[src/sljx_pkg.sv]
// shared types and constants for the sync/length/xor frame parser
// no dependencies; used by sljx_step and sync_length_xor_frame_parser
package sljx_pkg;

    localparam logic [7:0] SYNC_FIRST  = 8'hBB;
    localparam logic [7:0] SYNC_SECOND = 8'hAA;

    localparam logic [2:0] PH_SYNC1 = 3'd0;
    localparam logic [2:0] PH_SYNC2 = 3'd1;
    localparam logic [2:0] PH_KIND  = 3'd2;
    localparam logic [2:0] PH_LEN   = 3'd3;
    localparam logic [2:0] PH_DATA  = 3'd4;
    localparam logic [2:0] PH_CHECK = 3'd5;

    localparam logic [2:0] ST_HUNT    = 3'd0;
    localparam logic [2:0] ST_HEADER  = 3'd1;
    localparam logic [2:0] ST_PAYLOAD = 3'd2;
    localparam logic [2:0] ST_GOOD    = 3'd3;
    localparam logic [2:0] ST_BAD     = 3'd4;
    localparam logic [2:0] ST_SYNC    = 3'd5;

    localparam int OUT_BITS = 35;
    localparam int OUT_TDATA_W = 40;

    typedef struct packed {
        logic [2:0] phase;
        logic [7:0] running_xor;
        logic [7:0] byte_count;
        logic [7:0] held_kind;
        logic [7:0] held_length;
    } t_state;

    typedef struct packed {
        logic [7:0] payload_index;
        logic [7:0] payload_byte;
        logic [7:0] payload_length;
        logic [7:0] frame_kind;
        logic [2:0] status;
    } t_result;

endpackage

[src/sljx_step.sv]
// per-byte next-state and result logic of the frame parser
// depends on sljx_pkg
module sljx_step (
    input  sljx_pkg::t_state  i_state,
    input  logic [7:0]        i_byte,
    output sljx_pkg::t_state  o_state,
    output sljx_pkg::t_result o_result
);

    logic [7:0] w_count_inc;
    logic [2:0] w_status;
    logic [7:0] w_pbyte;
    logic [7:0] w_pindex;

    assign w_count_inc = i_state.byte_count + 8'd1;

    always_comb begin
        o_state  = i_state;
        w_status = sljx_pkg::ST_HUNT;
        w_pbyte  = 8'd0;
        w_pindex = 8'd0;
        if (i_state.phase != sljx_pkg::PH_CHECK) begin
            o_state.running_xor = i_state.running_xor ^ i_byte;
        end
        unique case (i_state.phase)
            sljx_pkg::PH_SYNC1: begin
                if (i_byte == sljx_pkg::SYNC_FIRST) begin
                    o_state.phase = sljx_pkg::PH_SYNC2;
                end
            end
            sljx_pkg::PH_SYNC2: begin
                if (i_byte == sljx_pkg::SYNC_SECOND) begin
                    o_state.phase       = sljx_pkg::PH_KIND;
                    o_state.running_xor = sljx_pkg::SYNC_FIRST ^ sljx_pkg::SYNC_SECOND;
                    w_status            = sljx_pkg::ST_SYNC;
                end else begin
                    o_state.phase = sljx_pkg::PH_SYNC1;
                end
            end
            sljx_pkg::PH_KIND: begin
                o_state.held_kind = i_byte;
                o_state.phase     = sljx_pkg::PH_LEN;
                w_status          = sljx_pkg::ST_HEADER;
            end
            sljx_pkg::PH_LEN: begin
                o_state.held_length = i_byte;
                o_state.byte_count  = 8'd0;
                o_state.phase       = (i_byte != 8'd0) ? sljx_pkg::PH_DATA
                                                       : sljx_pkg::PH_CHECK;
                w_status            = sljx_pkg::ST_HEADER;
            end
            sljx_pkg::PH_DATA: begin
                w_pbyte            = i_byte;
                w_pindex           = i_state.byte_count;
                o_state.byte_count = w_count_inc;
                if (w_count_inc >= i_state.held_length) begin
                    o_state.phase = sljx_pkg::PH_CHECK;
                end
                w_status = sljx_pkg::ST_PAYLOAD;
            end
            sljx_pkg::PH_CHECK: begin
                o_state.phase = sljx_pkg::PH_SYNC1;
                w_status = (i_state.running_xor == i_byte) ? sljx_pkg::ST_GOOD
                                                           : sljx_pkg::ST_BAD;
            end
            default: begin
                o_state.phase = sljx_pkg::PH_SYNC1;
            end
        endcase
    end

    always_comb begin
        o_result.status         = w_status;
        o_result.frame_kind     = o_state.held_kind;
        o_result.payload_length = o_state.held_length;
        o_result.payload_byte   = w_pbyte;
        o_result.payload_index  = w_pindex;
    end

endmodule

[src/sync_length_xor_frame_parser.sv]
// sync/length/xor frame parser: one result transaction per received byte
// an input transaction reaches its result transaction through the input register, then the result register
// throughput: one byte per cycle while the result is not stalled, set by the parser state update
// a stalled result holds while one more byte waits in the input register
// reset (synchronous, active low) clears both valid flags and the parser state
// depends on sljx_pkg and sljx_step
module sync_length_xor_frame_parser (
    input  logic        i_clk,
    input  logic        i_rst_n,
    input  logic        i_s_tvalid,
    output logic        o_s_tready,
    input  logic [7:0]  i_s_tdata,   // rx_byte[7:0]
    output logic        o_m_tvalid,
    input  logic        i_m_tready,
    output logic [39:0] o_m_tdata    // status[2:0], frame_kind[10:3], payload_length[18:11],
                                     // payload_byte[26:19], payload_index[34:27], zero fill
);

    logic             r_in_valid;
    logic [7:0]       r_in_byte;
    logic             r_out_valid;
    sljx_pkg::t_result r_out;
    sljx_pkg::t_state r_state;
    sljx_pkg::t_state n_state;
    sljx_pkg::t_result n_out;
    logic             w_out_free;
    logic             w_advance;

    assign w_out_free = !r_out_valid || i_m_tready;
    assign w_advance  = r_in_valid && w_out_free;
    assign o_s_tready = !r_in_valid || w_out_free;

    sljx_step u_step (
        .i_state  (r_state),
        .i_byte   (r_in_byte),
        .o_state  (n_state),
        .o_result (n_out)
    );

    always_ff @(posedge i_clk) begin
        if (!i_rst_n) begin
            r_in_valid  <= 1'b0;
            r_out_valid <= 1'b0;
            r_state     <= '0;
        end else begin
            if (o_s_tready) begin
                r_in_valid <= i_s_tvalid;
            end
            if (w_out_free) begin
                r_out_valid <= r_in_valid;
            end
            if (w_advance) begin
                r_state <= n_state;
            end
        end
    end

    always_ff @(posedge i_clk) begin
        if (o_s_tready && i_s_tvalid) begin
            r_in_byte <= i_s_tdata;
        end
        if (w_advance) begin
            r_out <= n_out;
        end
    end

    assign o_m_tvalid = r_out_valid;
    assign o_m_tdata  = {{(sljx_pkg::OUT_TDATA_W - sljx_pkg::OUT_BITS){1'b0}}, r_out};

endmodule

[config.mk]
export PLATFORM = sky130hd
export DESIGN_NAME = sync_length_xor_frame_parser
export DESIGN_NICKNAME = d
export VERILOG_FILES = /design/src/sljx_pkg.sv /design/src/sljx_step.sv /design/src/sync_length_xor_frame_parser.sv
export SDC_FILE = /design/constraint.sdc
export NUM_CORES = 1
export LEC_CHECK = 0
export BUFFER_PORTS_ARGS = -buffer_cell sky130_fd_sc_hd__buf_2
export CORE_MARGIN = 5
export CORE_UTILIZATION = 30
export CTS_CLUSTER_DIAMETER = 200
export CTS_CLUSTER_SIZE = 28
export DETAILED_ROUTE_END_ITERATION = 6
export HOLD_SLACK_MARGIN = 0.02
export PLACE_DENSITY = 0.46
export SLEW_MARGIN = 30
export SYNTH_ARGS = -nofsm -noshare
export SYNTH_HDL_FRONTEND = slang
export SYNTH_SLANG_ARGS = --single-unit
[constraint.sdc]
create_clock -name i_clk -period 6.1 [get_ports i_clk]
set_clock_uncertainty 0.05 [all_clocks]
set_input_delay 0 -clock i_clk [delete_from_list [all_inputs] [get_ports i_clk]]
set_output_delay 0 -clock i_clk [all_outputs]
set_load 0.01 [all_outputs]
==> results.md <==
* RSZ-0062 raised after global routing: false
* Pwr Density at 274 nW/µm²
* IO Pins at 54
* Length of routed met3 wiring at 303 µm
* Synth Warn # at 0
* Critical-path top delay cell: dfxtp_1
* Antenna-violating nets left at 0
* Layout Nets at 401
* Routed length on met2 at ~3500 µm
* Total wire length at 8020 µm
* Reg-to-Reg Start: r_state[16]$_SDFFE_PN0P_
* Post-CTS resize count at 0
* CP arrival at 2560 ps
* Crit path max-delay family: simple AND/OR/NAND/NOR gates
* DRC at 0
* P&R area growth vs syn at 20.5%
* Yosys top cell area share at 0.352
* Cells after Synth at between 300 and 400
* Critical-path cell list: nand3_1 > or2_2 > xnor2_1 > ha_1 > nand4_1 > a211o_1 > a41oi_2 > mux2i_1
* Number of antenna diodes at 0
* Post-synth cell types at 48
* Final setup violation count at 0
* Status: finished, final reports clean
* Via/cell ratio at 4.57
* First-pass GRT wire length at ~13,000 µm
* Initial antenna violation count at 0
* Clock latency on the worst-skew pair at 330 ps
* Fraction of layout cells with a size suffix above 1 at 0.218
* Synth cell count leaders: nand2_1 (50), edfxtp_1 (43), dfxtp_1 (37)
* Site Rows at 40
* Fin. max-slew vios at 0
* R2R depth at 8
* CP startpoint: r_state[16]$_SDFFE_PN0P_
* Asr flop ratio synth at 0
* Seq cells post-synth at 80
* TritonCTS buffer count at 9
* Die width at 121 µm
* Main flop type after synthesis: edfxtp_1
* Post-synth EDFFs at 43
* Cell with the most instances after synthesis: nand2_1
* Die area at 14,500 µm²
* CP max FO at 6
* Synth area leaders: edfxtp_1 (35%), dfxtp_1 (20%), nand2_1 (5.1%)
* Setup ws final at 3750 ps
* Fin area at approximately 4400 µm²
* Slowest cell delay on critical path at 410 ps
* Leak pwr at 1.75 nW
* Worst Hold Class: in -> reg
* Number of global-route vias before repair at 2,444
* Least-Margin Pin Slew at 608 ps
* Post-synth top area cell: edfxtp_1
* Setup TNS at 0 ps
* Post-synthesis sequential area ratio at 0.554
* Req. time, crit path at 6300 ps
* Dpl hpwl at 5280 µm
* DR pass1 iterations at 4
* Port Buffers at 48
* Startpoint Class: flop
* Maximum root-to-sink buffer count at 2
* Starting DRT DRC Count at 103
* Gr ovfl total at 0
* Buffers plus inverters on the worst setup path at 0
* Slew HR at 0.595
* Sink Count at 80
* Root Driver: clkbuf_16
* Final GP Congestion at between 0.7 and 0.8
* CTS tree: built
* Top layer in use: met4
* Vias at 2,430
* Placed inst area at between 4000 and 5000 µm²
* Largest net degree at the start of global routing at 51
* Final hold violations at 0
* Synthesized area at ~3700 µm²
* Util after Layout at 0.368
* Worst VDD drop at 0.000120 V
* Pre-CTS setup slack at 3750 ps
* Starting density of the core at 0.305
* Crit Path Category: reg -> reg
* Reg2reg setup slack at 3750 ps
* Critical Path Stages at 8
* Clock-pin slew on the worst setup and hold paths at 60 ps
* Max Freq at 0.425 GHz
* Fin crit period at 2350 ps
* Max cap viols at 0
* Die height at 121 µm
* Period utilization at 0.386
* Total track usage at 0.114
* Syn avg cell area at 11.3 µm²
* Worst setup EP type: flop
* Core area at 12,000 µm²
* Crit Reg-Reg Endpoint: r_state[33]$_SDFFE_PN0P_
* M1 WL at roughly 4100 µm
* End of the critical path: r_state[33]$_SDFFE_PN0P_
* Filler cells at 1,192
* H-tree levels at 3
* Routed WL per cell at about 15 µm
-- stage by stage --
stage	cells	hold slack (ps)	power, mW
3_5_place_dp	506	128	0.691
5_1_grt	532	87.8	1.26
4_1_cts	531	51.7	1.22
2_1_floorplan	327	48.9	0.663
6_report	532	57.9	1.21
3_3_place_gp	506	127	0.691
-- power breakdown --
part	switching, mW	total (mW)	internal (mW)
Combinational	0.0442	0.0763	0.0321
Clock	0.209	0.526	0.316
Sequential	0.0174	0.606	0.589
-- layout make-up --
type | instances | area [µm²] | area share
timing repair buffer | 59 | 349 | 0.0791
sequential | 80 | 2030 | 0.460
clock inverter | 5 | 57.6 | 0.0130
tap | 147 | 184 | 0.0417
multi-input combinational | 218 | 1510 | 0.343
clock buffer | 11 | 233 | 0.0527
inverter | 12 | 47.5 | 0.0108
-- logic make-up (layout without fill, tap and decap cells) --
logic type	Yosys count	count (layout)	synth area share
muxes	18	18	0.0546
and+or+nand+nor	118	118	0.168
AOI/OAI and AO/OA	47	47	0.104
DFF	80	80	0.554
adders and majority gates	9	9	0.0307
other	1	5	0.00102
buffers and inverters	29	87	0.0369
xor gates and xnor gates	21	21	0.0502
-- routing by layer --
layer | global-route usage | up-vias
li1 | - | 1234
met1 | 0.158 | 1132
met2 | 0.176 | 52
met3 | 0.0239 | 12
met4 | 0.0404 | 0
met5 | 0 | -
-- worst register-to-register path: cells and delay by family (launching register included) --
family	cells	cell delay, ps
flip-flops	1	410
AO/OA/AOI/OAI	2	510
multiplexers	1	210
AND/OR/NAND/NOR	3	660
XOR/XNOR	1	140
adder cells (fa/ha/maj)	1	300
-- sequential cells by signal, summed over array words and instances, names as in the netlist --
register,flops
o_m_tdata,35
r_state,35
r_in_byte,8
o_m_tvalid,1
r_in_valid,1
-- worst min-delay path by stage --
stage | from | to | slack, ps | depth (start not counted)
2_1_floorplan | i_s_tdata[0] | r_in_byte[0]$_DFFE_PP_ | 50 | 0
3_3_place_gp | i_s_tdata[1] | r_in_byte[1]$_DFFE_PP_ | 130 | 1
3_5_place_dp | i_s_tdata[0] | r_in_byte[0]$_DFFE_PP_ | 130 | 1
4_1_cts | i_m_tready | r_in_valid$_SDFFE_PN0N_ | 50 | 4
5_1_grt | i_m_tready | r_in_valid$_SDFFE_PN0N_ | 90 | 4
6_report | i_m_tready | o_m_tvalid$_SDFFE_PN0P_ | 60 | 3
-- cell usage in the layout (no fill, tap or decap), types with 2 or more instances in the layout --
master          n
inv_1          11
nor2b_1         7
nand2b_1        6
nand4_1         2
a21oi_1         3
mux2i_1         2
nor3_1          5
mux2_2         10
o211a_1         7
a32oi_1         3
a21boi_1        7
conb_1          5
nand3_1         4
clkinvlp_4      3
and2_1         22
or4_4           2
edfxtp_1       43
nor2_1         10
mux2_1          6
clkbuf_1        2
o21ai_0         8
o21ai_1         2
buf_2          48
xnor2_1         3
nand2_1        50
nor4_1          3
ha_1            9
xor2_1         18
dlygate4sd3_1   9
clkbuf_16       9
a21boi_0        7
dfxtp_1        37
-- timing repair --
action	CTS	global route
hold buffers	9	0
hold endpoints to repair	9	0
buffers inserted	0	0
Note: power is estimated with default switching activity, not from simulation.
